**config.mk**
```make
export PLATFORM = sky130hd
export DESIGN_NAME = ftpc_capture
export DESIGN_NICKNAME = d
export VERILOG_FILES = /design/src/sv/ftpc_pkg.sv /design/src/sv/ftpc_capture.sv
export SDC_FILE = /design/constraint.sdc
export NUM_CORES = 1
export LEC_CHECK = 0
export ABC_AREA = 1
export BUFFER_PORTS_ARGS = -buffer_cell sky130_fd_sc_hd__buf_2
export CAP_MARGIN = 10
export CORE_AREA = 2 2 87 110
export CTS_CLUSTER_DIAMETER = 150
export DETAILED_ROUTE_END_ITERATION = 7
export DIE_AREA = 0 0 89 112
export GPL_ROUTABILITY_DRIVEN = 0
export HOLD_SLACK_MARGIN = 0.12
export PLACE_DENSITY_LB_ADDON = 0.15
export SYNTH_ARGS = -nofsm -noshare
export SYNTH_HDL_FRONTEND = slang
export SYNTH_SLANG_ARGS = --single-unit
```
**constraint.sdc**
```tcl
create_clock -name i_clk -period 2.2 [get_ports i_clk]
set_clock_uncertainty 0.15 [all_clocks]
set_input_delay 0.11 -clock i_clk [delete_from_list [all_inputs] [get_ports i_clk]]
set_output_delay 0.11 -clock i_clk [all_outputs]
set_load 0.05 [all_outputs]
```
**src/sv/ftpc_pkg.sv**
```systemverilog
// Shared types and constants for the flow tuple packet counter.
// Used by every module of the block; no dependencies.
package ftpc_pkg;

    localparam int TABLE_ENTRIES   = 64;
    localparam int IDX_W           = $clog2(TABLE_ENTRIES);
    localparam int MAX_FRAME_BYTES = 2048;
    localparam int POS_W           = $clog2(MAX_FRAME_BYTES) + 1;
    localparam int MIN_FRAME_BYTES = 42;
    localparam int MAC_HDR_BYTES   = 14;
    localparam int SRC_START       = MAC_HDR_BYTES + 12;
    localparam int DST_START       = MAC_HDR_BYTES + 16;
    localparam int PORTS_START     = MAC_HDR_BYTES + 20;

    localparam logic OP_BYTE = 1'b0;
    localparam logic OP_READ = 1'b1;

    localparam logic [IDX_W-1:0] LAST_IDX = IDX_W'(TABLE_ENTRIES - 1);

    typedef enum logic [2:0] {
        ST_HIT   = 3'd0,
        ST_NEW   = 3'd1,
        ST_FULL  = 3'd2,
        ST_SHORT = 3'd3,
        ST_READ  = 3'd4
    } t_status;

    typedef enum logic [2:0] {
        S_IDLE,
        S_RD_WAIT,
        S_CHECK,
        S_SCAN,
        S_DECIDE,
        S_EMIT
    } t_seq_state;

    // ports: source port in [31:16], destination port in [15:0]
    typedef struct packed {
        logic [31:0] src;
        logic [31:0] dst;
        logic [31:0] ports;
    } t_key;

    typedef struct packed {
        t_key        key;
        logic [31:0] count;
    } t_entry;

    typedef struct packed {
        t_key key;
        logic short_frame;
    } t_cap;

    typedef struct packed {
        logic             rd_en;
        logic [IDX_W-1:0] rd_addr;
        logic             wr_en;
        logic [IDX_W-1:0] wr_addr;
        t_entry           wr_data;
    } t_tbl_req;

    typedef struct packed {
        logic   valid;
        t_entry data;
    } t_tbl_rsp;

    typedef struct packed {
        t_status          status;
        logic [IDX_W-1:0] index;
        logic             valid;
        t_entry           entry;
    } t_result;

endpackage

```
**src/sv/ftpc_capture.sv**
```systemverilog
// Frame byte counter and header key capture (IPv4 addresses and ports).
// Depends on ftpc_pkg.
module ftpc_capture
    import ftpc_pkg::*;
(
    input  logic       i_clk,
    input  logic       i_rst_n,
    input  logic       i_byte_en,
    input  logic [7:0] i_byte,
    input  logic       i_clear,
    output t_cap       o_cap
);

    logic [POS_W-1:0] r_pos, n_pos;
    t_key             r_key, n_key;

    always_comb begin
        n_pos = r_pos;
        n_key = r_key;
        if (i_clear) begin
            n_pos = '0;
            n_key = '0;
        end else if (i_byte_en && (r_pos < POS_W'(MAX_FRAME_BYTES))) begin
            if ((r_pos >= POS_W'(SRC_START)) && (r_pos < POS_W'(SRC_START + 4))) begin
                n_key.src = {r_key.src[23:0], i_byte};
            end else if ((r_pos >= POS_W'(DST_START)) && (r_pos < POS_W'(DST_START + 4))) begin
                n_key.dst = {r_key.dst[23:0], i_byte};
            end else if ((r_pos >= POS_W'(PORTS_START))
                         && (r_pos < POS_W'(PORTS_START + 4))) begin
                n_key.ports = {r_key.ports[23:0], i_byte};
            end
            n_pos = r_pos + POS_W'(1);
        end
    end

    always_ff @(posedge i_clk) begin
        if (!i_rst_n) begin
            r_pos <= '0;
            r_key <= '0;
        end else begin
            r_pos <= n_pos;
            r_key <= n_key;
        end
    end

    assign o_cap.key         = r_key;
    assign o_cap.short_frame = (r_pos < POS_W'(MIN_FRAME_BYTES));

endmodule

```
==> results by group <==
Timing
  • Min Tclk post-route: 1.93 ns
  • Max-slew violations: 0
  • Period utilization: 0.878
  • Relative slew slack: 0.687
  • Max Clk Rate: 0.518 GHz
  • WHS: 0.199 ns
  • RSZ-0062 raised after global routing: false
  • Setup violators final: 0
  • Endpoints failing hold: 0
  • Final setup margin: 0.268 ns
  • Fin Setup TNS: 0 ns
  • Worst-margin pin slew: 0.469 ns

Worst setup path
  • Crit path max-delay family: simple AND/OR/NAND/NOR gates
  • Worst EP required: 2.30 ns
  • Setup crit start: r_pos[3]
  • Crit path max fanout: 26
  • Crit path to: o_cap[53]
  • FF-to-FF setup slack: 0.27 ns
  • Worst reg2reg startpoint: r_pos[3]
  • Total stage count of the critical path: 10
  • CP Buf/Inv Count: 2
  • Slowest stage delay, CP: 0.45 ns
  • Worst R2R End: o_cap[53]
  • CP Launch Type: register
  • Arrival time at the worst endpoint: 2.03 ns
  • CP endpoint kind: register
  • Kind of critical path: register to register
  • Slowest stage cell, crit path: dfxtp_1
  • Path depth of the worst reg2reg path: 10
  • CP Cell Sequence: nand2_1 > nor2_1 > nor2_1 > inv_1 > nand3_2 > nor2_8 > buf_12 > nand2_1 > nand2_1 > nor2_1

Routing
  • DR WL/cell: 12.2 um
  • Via count: 4,046
  • Routed Wire Length: 10.2 mm
  • Total iterations of the first detailed-routing run: 4
  • Final routed DRC violation total: 0
  • DRT antenna net count: 0
  • Vias per std cell: 4.86
  • DRT iter0 DRCs: 215

Pwr
  • VDD IR-drop max: 402 uV
  • Switching Fraction: 0.209
  • Sequential Power Share: 0.510
  • P_sw: 800 uW
  • Pwr/cell area: 704 mW/mm^2
  • Overall power: 3.83 mW
  • Gate power share: 0.030
  • Clock Power Share: 0.460
  • Power Internal: 3.03 mW
  • P_leak: 2.36 nW

Logic synthesis
  • Synth Area in Adders: 0.00284
  • Most common cell in the netlist: nand2_1
  • Simple-gate share of the synthesized area: 0.308
  • Syn avg cell area: 7.31 sq um
  • Largest cells by area after synthesis: dfxtp_1 49%, nand2_1 11%, nor2_1 9.8%, a21oi_1 5.1%, nand4_1 5.0%
  • Top FF cell, synth: dfxtp_1
  • Yosys top cell by area: dfxtp_1
  • Top post-synthesis cells by count: 126 x nand2_1, 115 x nor2_1, 108 x dfxtp_1, 53 x inv_1, 45 x a21oi_1
  • Seq cells post-synth: 108
  • Largest family of logic cells by synthesized area: simple AND/OR/NAND/NOR gates
  • Post-Syn Nets: 615
  • Post-Synth XOR/XNOR Area: 0
  • Distinct cell type count after synthesis: 24
  • Synth Area in Compound Gates: 0.102
  • Cells after Synth: 602
  • Multiplexer area fraction after synthesis: 0
  • Sequential area share after synthesis: 0.491
  • EDFF count, synth: 0
  • Synthesis Warnings: 0
  • Syn Std Cell Area: 0.00440 sq mm
  • Post-synthesis async set-or-reset flop share: 0
  • Yosys top cell area share: 0.491

Clock network
  • CTS buffer count: 9
  • CTS Buffer Depth: 2
  • Clk root buf: clkbuf_16
  • TritonCTS Sinks: 108
  • Worst-Skew Late Latency: 0.35 ns
  • CTS tree: yes
  • Clk pin slew, worst setup/hold paths: 0.07 ns
  • Post-CTS sizing: 0
  • H-tree Lvls: 3
  • Post-CTS Hold Buffers: 10
  • Setup bufs post-CTS: 0

Placement
  • Post-Place Setup Slack: 0.263 ns
  • Number of buffer cells added on primary ports: 108
  • Hpwl dp: 6.96 mm

Global route
  • Global-route wire length before repair: 17.4 mm
  • GRT Util Overall: 0.215
  • Largest net degree at the start of global routing: 50
  • Vias in the first global route: 3,784
  • Remaining Overflow, GRT: 0
  • Initial antenna violation count: 0

Floorplan
  • I/O Pins: 109
  • Initial core utilization: 0.490
  • Full die area: 0.00997 sq mm
  • Area of the core: 0.00898 sq mm
  • Number of core rows: 39
  • Die Span Y: 112 um
  • Die Wd: 89 um

Run status
  • Status: finished, final reports clean

Final layout
  • Util after Layout: 0.606
  • Fraction of layout cells with a size suffix above 1: 0.207
  • Nets: 717
  • Synth-to-layout area growth: 23.7%
  • Ant. Diodes: 0

Worst hold path
  • Worst hold path startpoint: i_rst_n
  • Worst Hold Class: primary input to register

Job
  • Max Cap Viol: 0
## cell type report
| class | instances | area [sq um] |
|---|---|---|
| fillers | 876 | 3530 |
| well taps | 123 | 154 |
| flip-flops and latches | 108 | 2160 |
| inverters | 54 | 203 |
| clock inverters | 6 | 91.3 |
| repair buffers | 130 | 768 |
| clock buffers | 10 | 239 |
| multi-input cells | 401 | 1830 |
## worst min-delay path, cell delays in order
cell	delay [ns]
buf_2	0.09
inv_1	0.08
nor2_4	0.04
buf_4	0.20
o21ai_0	0.09
nor2_1	0.04
## cells by family after synthesis
logic type | count (synthesis)
AOI/OAI and AO/OA | 88
adders and majority gates | 1
buffers and inverters | 93
DFF | 108
and+or+nand+nor | 312
## power groups by stage
| stage | Clock [mW] | Sequential [mW] | Combinational (mW) |
|---|---|---|---|
| floorplan | 0 | 2.00 | 0.0674 |
| global placement | 0 | 2.00 | 0.102 |
| detailed placement | 0 | 2.00 | 0.102 |
| CTS | 1.79 | 1.96 | 0.115 |
| global route | 1.87 | 1.96 | 0.129 |
| finish | 1.76 | 1.96 | 0.115 |
## sequential cells by signal, indices dropped and copies added (netlist names)
name / count
r_pos: 12
o_cap: 96
## layer usage
layer  global-route usage  wire length [um]  vias up
met2                0.347              4970       87
li1                     -                 -     2133
met5                    0                 0        -
met1                0.281              4600     1813
met3               0.0348               417       13
met4               0.0886               192        0
## placed cells by master (no fill, tap or decap), drive strengths merged
cell / count
nand2: 128
bufinv: 2
nor3: 27
o21ai: 41
nand4: 35
buf: 120
ha: 1
clkinv: 2
nor2: 118
inv: 56
dfxtp: 108
dlygate4sd3: 10
a21oi: 46
clkbuf: 10
o211a: 1
nand3: 4
## metrics by stage
stage | cells | cell area, sq um
after detailed placement | 806 | 5010
after global routing | 832 | 5450
after CTS | 832 | 5450
final | 832 | 5450
after floorplan | 602 | 4400
after global placement | 806 | 5010
## how the worst min path moves through the flow
stage,endpoint,slack (ns),cells after the start
floorplan,o_cap[66],0.11,2
global placement,o_cap[72],0.26,3
detailed placement,o_cap[66],0.26,3
CTS,o_cap[78],0.19,6
global route,o_cap[76],0.24,6
finish,o_cap[90],0.20,6
Note: power is estimated with default switching activity, not from simulation.
