[config.mk]
export PLATFORM = sky130hd
export DESIGN_NAME = ftpc_seq
export DESIGN_NICKNAME = d
export VERILOG_FILES = /design/src/sv/ftpc_pkg.sv /design/src/sv/ftpc_seq.sv
export SDC_FILE = /design/constraint.sdc
export NUM_CORES = 1
export LEC_CHECK = 0
export BUFFER_PORTS_ARGS = -buffer_cell sky130_fd_sc_hd__buf_2
export CAP_MARGIN = 25
export CORE_AREA = 2 2 202 204
export DETAILED_ROUTE_END_ITERATION = 10
export DIE_AREA = 0 0 204 206
export GPL_TIMING_DRIVEN = 0
export SKIP_CTS_REPAIR_TIMING = 1
export SYNTH_ARGS = -nofsm -noshare
export SYNTH_HDL_FRONTEND = slang
export SYNTH_SLANG_ARGS = --single-unit
[constraint.sdc]
create_clock -name i_clk -period 23.9 [get_ports i_clk]
set_input_delay 3.585 -clock i_clk [delete_from_list [all_inputs] [get_ports i_clk]]
set_output_delay 3.585 -clock i_clk [all_outputs]
set_load 0.02 [all_outputs]
[src/sv/ftpc_pkg.sv]
// Shared types and constants for the flow tuple packet counter.
// Used by every module of the block; no dependencies.
package ftpc_pkg;

    localparam int TABLE_ENTRIES   = 64;
    localparam int IDX_W           = $clog2(TABLE_ENTRIES);
    localparam int MAX_FRAME_BYTES = 2048;
    localparam int POS_W           = $clog2(MAX_FRAME_BYTES) + 1;
    localparam int MIN_FRAME_BYTES = 42;
    localparam int MAC_HDR_BYTES   = 14;
    localparam int SRC_START       = MAC_HDR_BYTES + 12;
    localparam int DST_START       = MAC_HDR_BYTES + 16;
    localparam int PORTS_START     = MAC_HDR_BYTES + 20;

    localparam logic OP_BYTE = 1'b0;
    localparam logic OP_READ = 1'b1;

    localparam logic [IDX_W-1:0] LAST_IDX = IDX_W'(TABLE_ENTRIES - 1);

    typedef enum logic [2:0] {
        ST_HIT   = 3'd0,
        ST_NEW   = 3'd1,
        ST_FULL  = 3'd2,
        ST_SHORT = 3'd3,
        ST_READ  = 3'd4
    } t_status;

    typedef enum logic [2:0] {
        S_IDLE,
        S_RD_WAIT,
        S_CHECK,
        S_SCAN,
        S_DECIDE,
        S_EMIT
    } t_seq_state;

    // ports: source port in [31:16], destination port in [15:0]
    typedef struct packed {
        logic [31:0] src;
        logic [31:0] dst;
        logic [31:0] ports;
    } t_key;

    typedef struct packed {
        t_key        key;
        logic [31:0] count;
    } t_entry;

    typedef struct packed {
        t_key key;
        logic short_frame;
    } t_cap;

    typedef struct packed {
        logic             rd_en;
        logic [IDX_W-1:0] rd_addr;
        logic             wr_en;
        logic [IDX_W-1:0] wr_addr;
        t_entry           wr_data;
    } t_tbl_req;

    typedef struct packed {
        logic   valid;
        t_entry data;
    } t_tbl_rsp;

    typedef struct packed {
        t_status          status;
        logic [IDX_W-1:0] index;
        logic             valid;
        t_entry           entry;
    } t_result;

endpackage

[src/sv/ftpc_seq.sv]
// Sequencer: handshakes, table scan with shared key compare and saturating
// count increment, result and output registers. Depends on ftpc_pkg.
module ftpc_seq
    import ftpc_pkg::*;
(
    input  logic             i_clk,
    input  logic             i_rst_n,
    input  logic             i_valid,
    output logic             o_ready,
    input  logic             i_opcode,
    input  logic             i_frame_last,
    input  logic [IDX_W-1:0] i_read_index,
    input  t_cap             i_cap,
    output logic             o_byte_en,
    output logic             o_cap_clear,
    output t_tbl_req         o_req,
    input  t_tbl_rsp         i_rsp,
    output logic             o_valid,
    input  logic             i_ready,
    output t_result          o_result
);

    t_seq_state       r_state, n_state;
    logic [IDX_W-1:0] r_idx, n_idx;
    logic [IDX_W-1:0] r_free_idx, n_free_idx;
    logic             r_free_found, n_free_found;
    t_result          r_res, n_res;
    t_result          r_out, n_out;
    logic             r_out_valid, n_out_valid;

    logic             hit;
    logic [31:0]      cnt_inc;

    assign hit     = i_rsp.valid && (i_rsp.data.key == i_cap.key);
    assign cnt_inc = (i_rsp.data.count == 32'hFFFF_FFFF) ? i_rsp.data.count
                                                         : i_rsp.data.count + 32'd1;

    assign o_ready   = (r_state == S_IDLE);
    assign o_byte_en = o_ready && i_valid && (i_opcode == OP_BYTE);

    always_comb begin
        n_state      = r_state;
        n_idx        = r_idx;
        n_free_idx   = r_free_idx;
        n_free_found = r_free_found;
        n_res        = r_res;
        n_out        = r_out;
        n_out_valid  = r_out_valid && !i_ready;
        o_req        = '0;
        o_cap_clear  = 1'b0;

        case (r_state)
            S_IDLE: begin
                if (i_valid) begin
                    if (i_opcode == OP_READ) begin
                        o_req.rd_en   = 1'b1;
                        o_req.rd_addr = i_read_index;
                        n_res.index   = i_read_index;
                        n_state       = S_RD_WAIT;
                    end else if (i_frame_last) begin
                        n_state = S_CHECK;
                    end
                end
            end
            S_RD_WAIT: begin
                n_res.status = ST_READ;
                n_res.valid  = i_rsp.valid;
                n_res.entry  = i_rsp.valid ? i_rsp.data : '0;
                n_state      = S_EMIT;
            end
            S_CHECK: begin
                if (i_cap.short_frame) begin
                    n_res        = '0;
                    n_res.status = ST_SHORT;
                    o_cap_clear  = 1'b1;
                    n_state      = S_EMIT;
                end else begin
                    o_req.rd_en   = 1'b1;
                    o_req.rd_addr = '0;
                    n_idx         = '0;
                    n_free_found  = 1'b0;
                    n_state       = S_SCAN;
                end
            end
            S_SCAN: begin
                // read data of entry r_idx is on i_rsp this cycle
                if (hit) begin
                    o_req.wr_en               = 1'b1;
                    o_req.wr_addr             = r_idx;
                    o_req.wr_data.key         = i_rsp.data.key;
                    o_req.wr_data.count       = cnt_inc;
                    n_res.status              = ST_HIT;
                    n_res.index               = r_idx;
                    n_res.valid               = 1'b1;
                    n_res.entry.key           = i_rsp.data.key;
                    n_res.entry.count         = cnt_inc;
                    o_cap_clear               = 1'b1;
                    n_state                   = S_EMIT;
                end else begin
                    if (!i_rsp.valid && !r_free_found) begin
                        n_free_found = 1'b1;
                        n_free_idx   = r_idx;
                    end
                    if (r_idx == LAST_IDX) begin
                        n_state = S_DECIDE;
                    end else begin
                        n_idx         = r_idx + IDX_W'(1);
                        o_req.rd_en   = 1'b1;
                        o_req.rd_addr = r_idx + IDX_W'(1);
                    end
                end
            end
            S_DECIDE: begin
                if (r_free_found) begin
                    o_req.wr_en         = 1'b1;
                    o_req.wr_addr       = r_free_idx;
                    o_req.wr_data.key   = i_cap.key;
                    o_req.wr_data.count = 32'd1;
                    n_res.status        = ST_NEW;
                    n_res.index         = r_free_idx;
                    n_res.valid         = 1'b1;
                    n_res.entry.count   = 32'd1;
                end else begin
                    n_res.status      = ST_FULL;
                    n_res.index       = '0;
                    n_res.valid       = 1'b0;
                    n_res.entry.count = '0;
                end
                n_res.entry.key = i_cap.key;
                o_cap_clear     = 1'b1;
                n_state         = S_EMIT;
            end
            S_EMIT: begin
                if (!r_out_valid || i_ready) begin
                    n_out       = r_res;
                    n_out_valid = 1'b1;
                    n_state     = S_IDLE;
                end
            end
            default: begin
                n_state = S_IDLE;
            end
        endcase
    end

    always_ff @(posedge i_clk) begin
        if (!i_rst_n) begin
            r_state      <= S_IDLE;
            r_out_valid  <= 1'b0;
            r_free_found <= 1'b0;
            r_idx        <= '0;
        end else begin
            r_state      <= n_state;
            r_out_valid  <= n_out_valid;
            r_free_found <= n_free_found;
            r_idx        <= n_idx;
        end
    end

    always_ff @(posedge i_clk) begin
        r_free_idx <= n_free_idx;
        r_res      <= n_res;
        r_out      <= n_out;
    end

    assign o_valid  = r_out_valid;
    assign o_result = r_out;

endmodule

==> run summary <==
===============================================================================================
Status ........................................................................... finished, final reports clean
Yosys warns ......................................................................            0
Critical path class .............................................................. primary input to output pin
Xor and xnor fraction of the mapped netlist area .................................        5.89%
Detailed-routing iteration count for the pre-antenna-repair pass .................            5
Core area ........................................................................ 0.0402 sq mm
Fmax .............................................................................     92.2 MHz
Max-slew violation count .........................................................            0
Sequential fraction of the synthesis area ........................................        61.5%
H-Tree Level Count ...............................................................            2
Share of post-route cells with drive strength above 1 ............................        35.0%
Total Nets Final .................................................................         1943
Initial DRC Count ................................................................         1003
TritonCTS clock tree .............................................................        built
Setup Viol. Count Final ..........................................................            0
Final total negative setup slack .................................................         0 ns
Worst Hold Depth .................................................................            0
Remaining DRCs ...................................................................            0
Root Driver ...................................................................... sky130_fd_sc_hd__clkbuf_16
# fillers ........................................................................         3830
GRT met1 Usage ...................................................................        33.4%
Fraction of met2 tracks used by global routing ...................................        51.6%
Max Buffers Root-to-Sink .........................................................            3
Count of flip-flops with a built-in enable after synthesis .......................          282
Unrepaired setup endpoints after global routing ..................................           no
Overall die area ................................................................. 0.0420 sq mm
Via density per instance .........................................................         5.51
Area growth from synthesis to layout .............................................        33.5%
Primary flip-flop cell chosen by synthesis mapping ............................... sky130_fd_sc_hd__edfxtp_1
Cells after synthesis ............................................................         1138
Rows .............................................................................           74
Routability-driven placement congestion ratio ....................................        0.927
Initial antenna violation count ..................................................           22
Via count ........................................................................        12525
Number of nets with antenna violations after detailed routing ....................            0
CP Launch Type ................................................................... primary input
Multiplexer share of the synthesized area ........................................      0.0709%
Overall Power ....................................................................      1.85 mW
# clock sinks ....................................................................          293
Synthesized area per cell ........................................................   12.4 sq um
Post-synth ARST share ............................................................           0%
Vertical extent of the die .......................................................       206 um
Vias in the first global route ...................................................        12171
Largest vdd supply drop ..........................................................    0.0484 mV
GR Layer Usage met3 ..............................................................        9.59%
Category of the worst setup path capture point ...................................   output pin
Compound-gate portion of the synthesized area ....................................        18.1%
Width of the chip ................................................................       204 um
Final hold violation count .......................................................            0
Slew HR ..........................................................................        30.5%
Shortest clock period the worst path allows after layout .........................     10.84 ns
Total global routing overflow ....................................................            0
Number of different library cells in the post-synthesis netlist ..................           59
Post-synthesis instance area ..................................................... 0.0141 sq mm
Worst-path fanout max ............................................................           10
Clock input transition at the sequential cells of the worst setup and hold paths .      0.06 ns
Synthesized flop and latch total .................................................          293
Maxcap violations ................................................................            0
Net Count, Synth .................................................................         1378
Number of cell instances on the worst register-to-register path ..................            9
Quantity of I/O buffers inserted on ports ........................................          515
Clock buffers created by TritonCTS ...............................................           35
Wire length of the first global-routing pass .....................................     86900 um
Post-route clock period utilization ..............................................        45.4%
Synthesized-area fraction occupied by adder cells ................................       0.177%
Effective utilization at floorplan ...............................................        35.2%
Path class of the lowest-slack min-delay path .................................... flop to flop
Total power per unit cell area ................................................... 98.0 mW/mm^2
Routed wirelength normalized by instance count ...................................      28.3 um
Min-Delay Startpoint ............................................................. r_res[101]$_DFFE_PP_
Pin count of the biggest net entering global routing .............................           33
Worst reg2reg setup slack ........................................................     20.19 ns
All-layer global routing usage ...................................................        29.5%
Static leakage power .............................................................      7.71 nW
Share of synthesized cell area in and, or, nand and nor gates ....................        11.4%
Placed wire-length estimate ......................................................     49100 um
Clk Latency, worst-skew pair .....................................................      0.53 ns
Number of primary I/O pins .......................................................          522
Critical path data required time .................................................     20.32 ns
Post-Route WL ....................................................................     64300 um
Arrival @ worst endpoint .........................................................      7.26 ns
Worst R2R End .................................................................... r_res[109]$_DFFE_PP_
Combinational family with the most area after synthesis .......................... compound AO/OA/AOI/OAI gates
Tightest Pin Transition ..........................................................      1.04 ns
Worst clock skew .................................................................    0.0151 ns
Most used routing layer ..........................................................         met2
Startpoint of the most critical register-to-register path ........................ r_state[1]$_SDFFE_PN0P_
Capture endpoint of the worst hold path .......................................... o_result[101]$_DFFE_PP_
===============================================================================================
==> final cells by class <==
cell class                      instances  area (sq um)  share of cell area [%]
Antenna cell                           13          32.5                   0.172
Buffer                                 76           323                    1.71
Clock buffer                           46           970                    5.14
Clock inverter                         16           226                    1.20
Inverter                               21          78.8                   0.418
Multi-Input combinational cell        748          5050                    26.8
Sequential cell                       293          8690                    46.1
Tap cell                              532           666                    3.53
Timing Repair Buffer                  528          2820                    15.0
==> cells in the mapped netlist (9+ instances only) <==
library cell               number  area (sq um)
sky130_fd_sc_hd__inv_1         21          78.8
sky130_fd_sc_hd__a21oi_1       24           120
sky130_fd_sc_hd__a22o_1       171          1500
sky130_fd_sc_hd__a31oi_1       19           119
sky130_fd_sc_hd__nor2b_1       28           175
sky130_fd_sc_hd__edfxtp_1     282          8470
sky130_fd_sc_hd__o31ai_1       13          97.6
sky130_fd_sc_hd__nand4_1       24           150
sky130_fd_sc_hd__o21ai_0       44           220
sky130_fd_sc_hd__xnor2_1       78           683
sky130_fd_sc_hd__nand2b_1      25           156
sky130_fd_sc_hd__clkbuf_1      53           199
sky130_fd_sc_hd__xor2_1        17           149
sky130_fd_sc_hd__nand3_1       17          85.1
sky130_fd_sc_hd__dfxtp_1       11           220
sky130_fd_sc_hd__nor2_1        56           210
sky130_fd_sc_hd__nand2_1      108           405
sky130_fd_sc_hd__o21ai_1       19          95.1
sky130_fd_sc_hd__nor4_1         9          56.3
==> per-stage QoR <==
| stage | cell area (sq um) | worst slack, ns | utilization (%) | hold slack, ns | std cells |
|---|---|---|---|---|---|
| 2_1_floorplan | 14100 | 8.93 | - | 0.400 | 1138 |
| 3_3_place_gp | 17400 | 1.36 | 43.2 | 0.401 | 2185 |
| 3_5_place_dp | 17600 | 13.09 | 43.8 | 0.405 | 2195 |
| 4_1_cts | 18800 | 13.06 | 46.8 | 0.406 | 2257 |
| 5_1_grt | 18800 | 12.88 | 46.9 | 0.419 | 2261 |
| 6_report | 18900 | 13.06 | 46.9 | 0.407 | 2273 |
==> sequential cells by signal (all words and copies together) (netlist names) <==
name,count
o_result,138
r_idx,6
r_res,138
r_free_idx,6
r_free_found,1
r_state,3
o_valid,1
==> report_power, final <==
group / internal (mW) / switching (mW)
Clock: 0.350 / 0.213
Combinational: 0.143 / 0.304
Sequential: 0.796 / 0.0411
Total: 1.29 / 0.559
==> routing by layer <==
layer	vias to the layer above	wire length, um
li1	5569	-
met1	6172	23700
met2	642	31800
met3	120	6090
met4	22	2540
met5	-	144
==> how the worst max path moves through the flow <==
stage                          from                   to  slack (ns)  cells after the start
after floorplan           i_rsp[33]   r_res[0]$_DFFE_PP_        8.93                      7
after global placement    i_rsp[71]  r_res[71]$_DFFE_PP_        1.36                      8
after detailed placement  i_rsp[71]            o_req[92]       13.09                     10
after CTS                 i_rsp[71]            o_req[92]       13.06                     10
after global routing      i_rsp[71]            o_req[79]       12.88                     11
final                     i_rsp[71]            o_req[92]       13.06                     10
==> logic make-up after synthesis <==
kind of cell,after synthesis
AOI/OAI and AO/OA,335
and+or+nand+nor,315
DFF,293
buffers and inverters,97
xor gates and xnor gates,95
adders and majority gates,2
muxes,1
==> critical path, cell delays in order <==
cell and delay (ns):
sky130_fd_sc_hd__buf_2 0.13, sky130_fd_sc_hd__xnor2_1 0.51, sky130_fd_sc_hd__nand4_1 0.27, sky130_fd_sc_hd__a2111oi_0 0.79, sky130_fd_sc_hd__nand4_1 0.41, sky130_fd_sc_hd__nor4_2 0.51, sky130_fd_sc_hd__buf_4 0.32, sky130_fd_sc_hd__buf_4 0.29
sky130_fd_sc_hd__a22o_1 0.24, sky130_fd_sc_hd__buf_2 0.19
==> cell usage in the layout (no fill, tap or decap), types with 25 or more instances in the layout <==
cell type and instances:
sky130_fd_sc_hd__buf_2 524, sky130_fd_sc_hd__edfxtp_1 282, sky130_fd_sc_hd__a22o_1 171, sky130_fd_sc_hd__nand2_1 108, sky130_fd_sc_hd__xnor2_1 78, sky130_fd_sc_hd__clkbuf_1 61
sky130_fd_sc_hd__nor2_1 55, sky130_fd_sc_hd__o21ai_0 43, sky130_fd_sc_hd__clkbuf_16 37, sky130_fd_sc_hd__nor2b_1 28, sky130_fd_sc_hd__nand2b_1 25
Note: power is estimated with default switching activity, not from simulation.
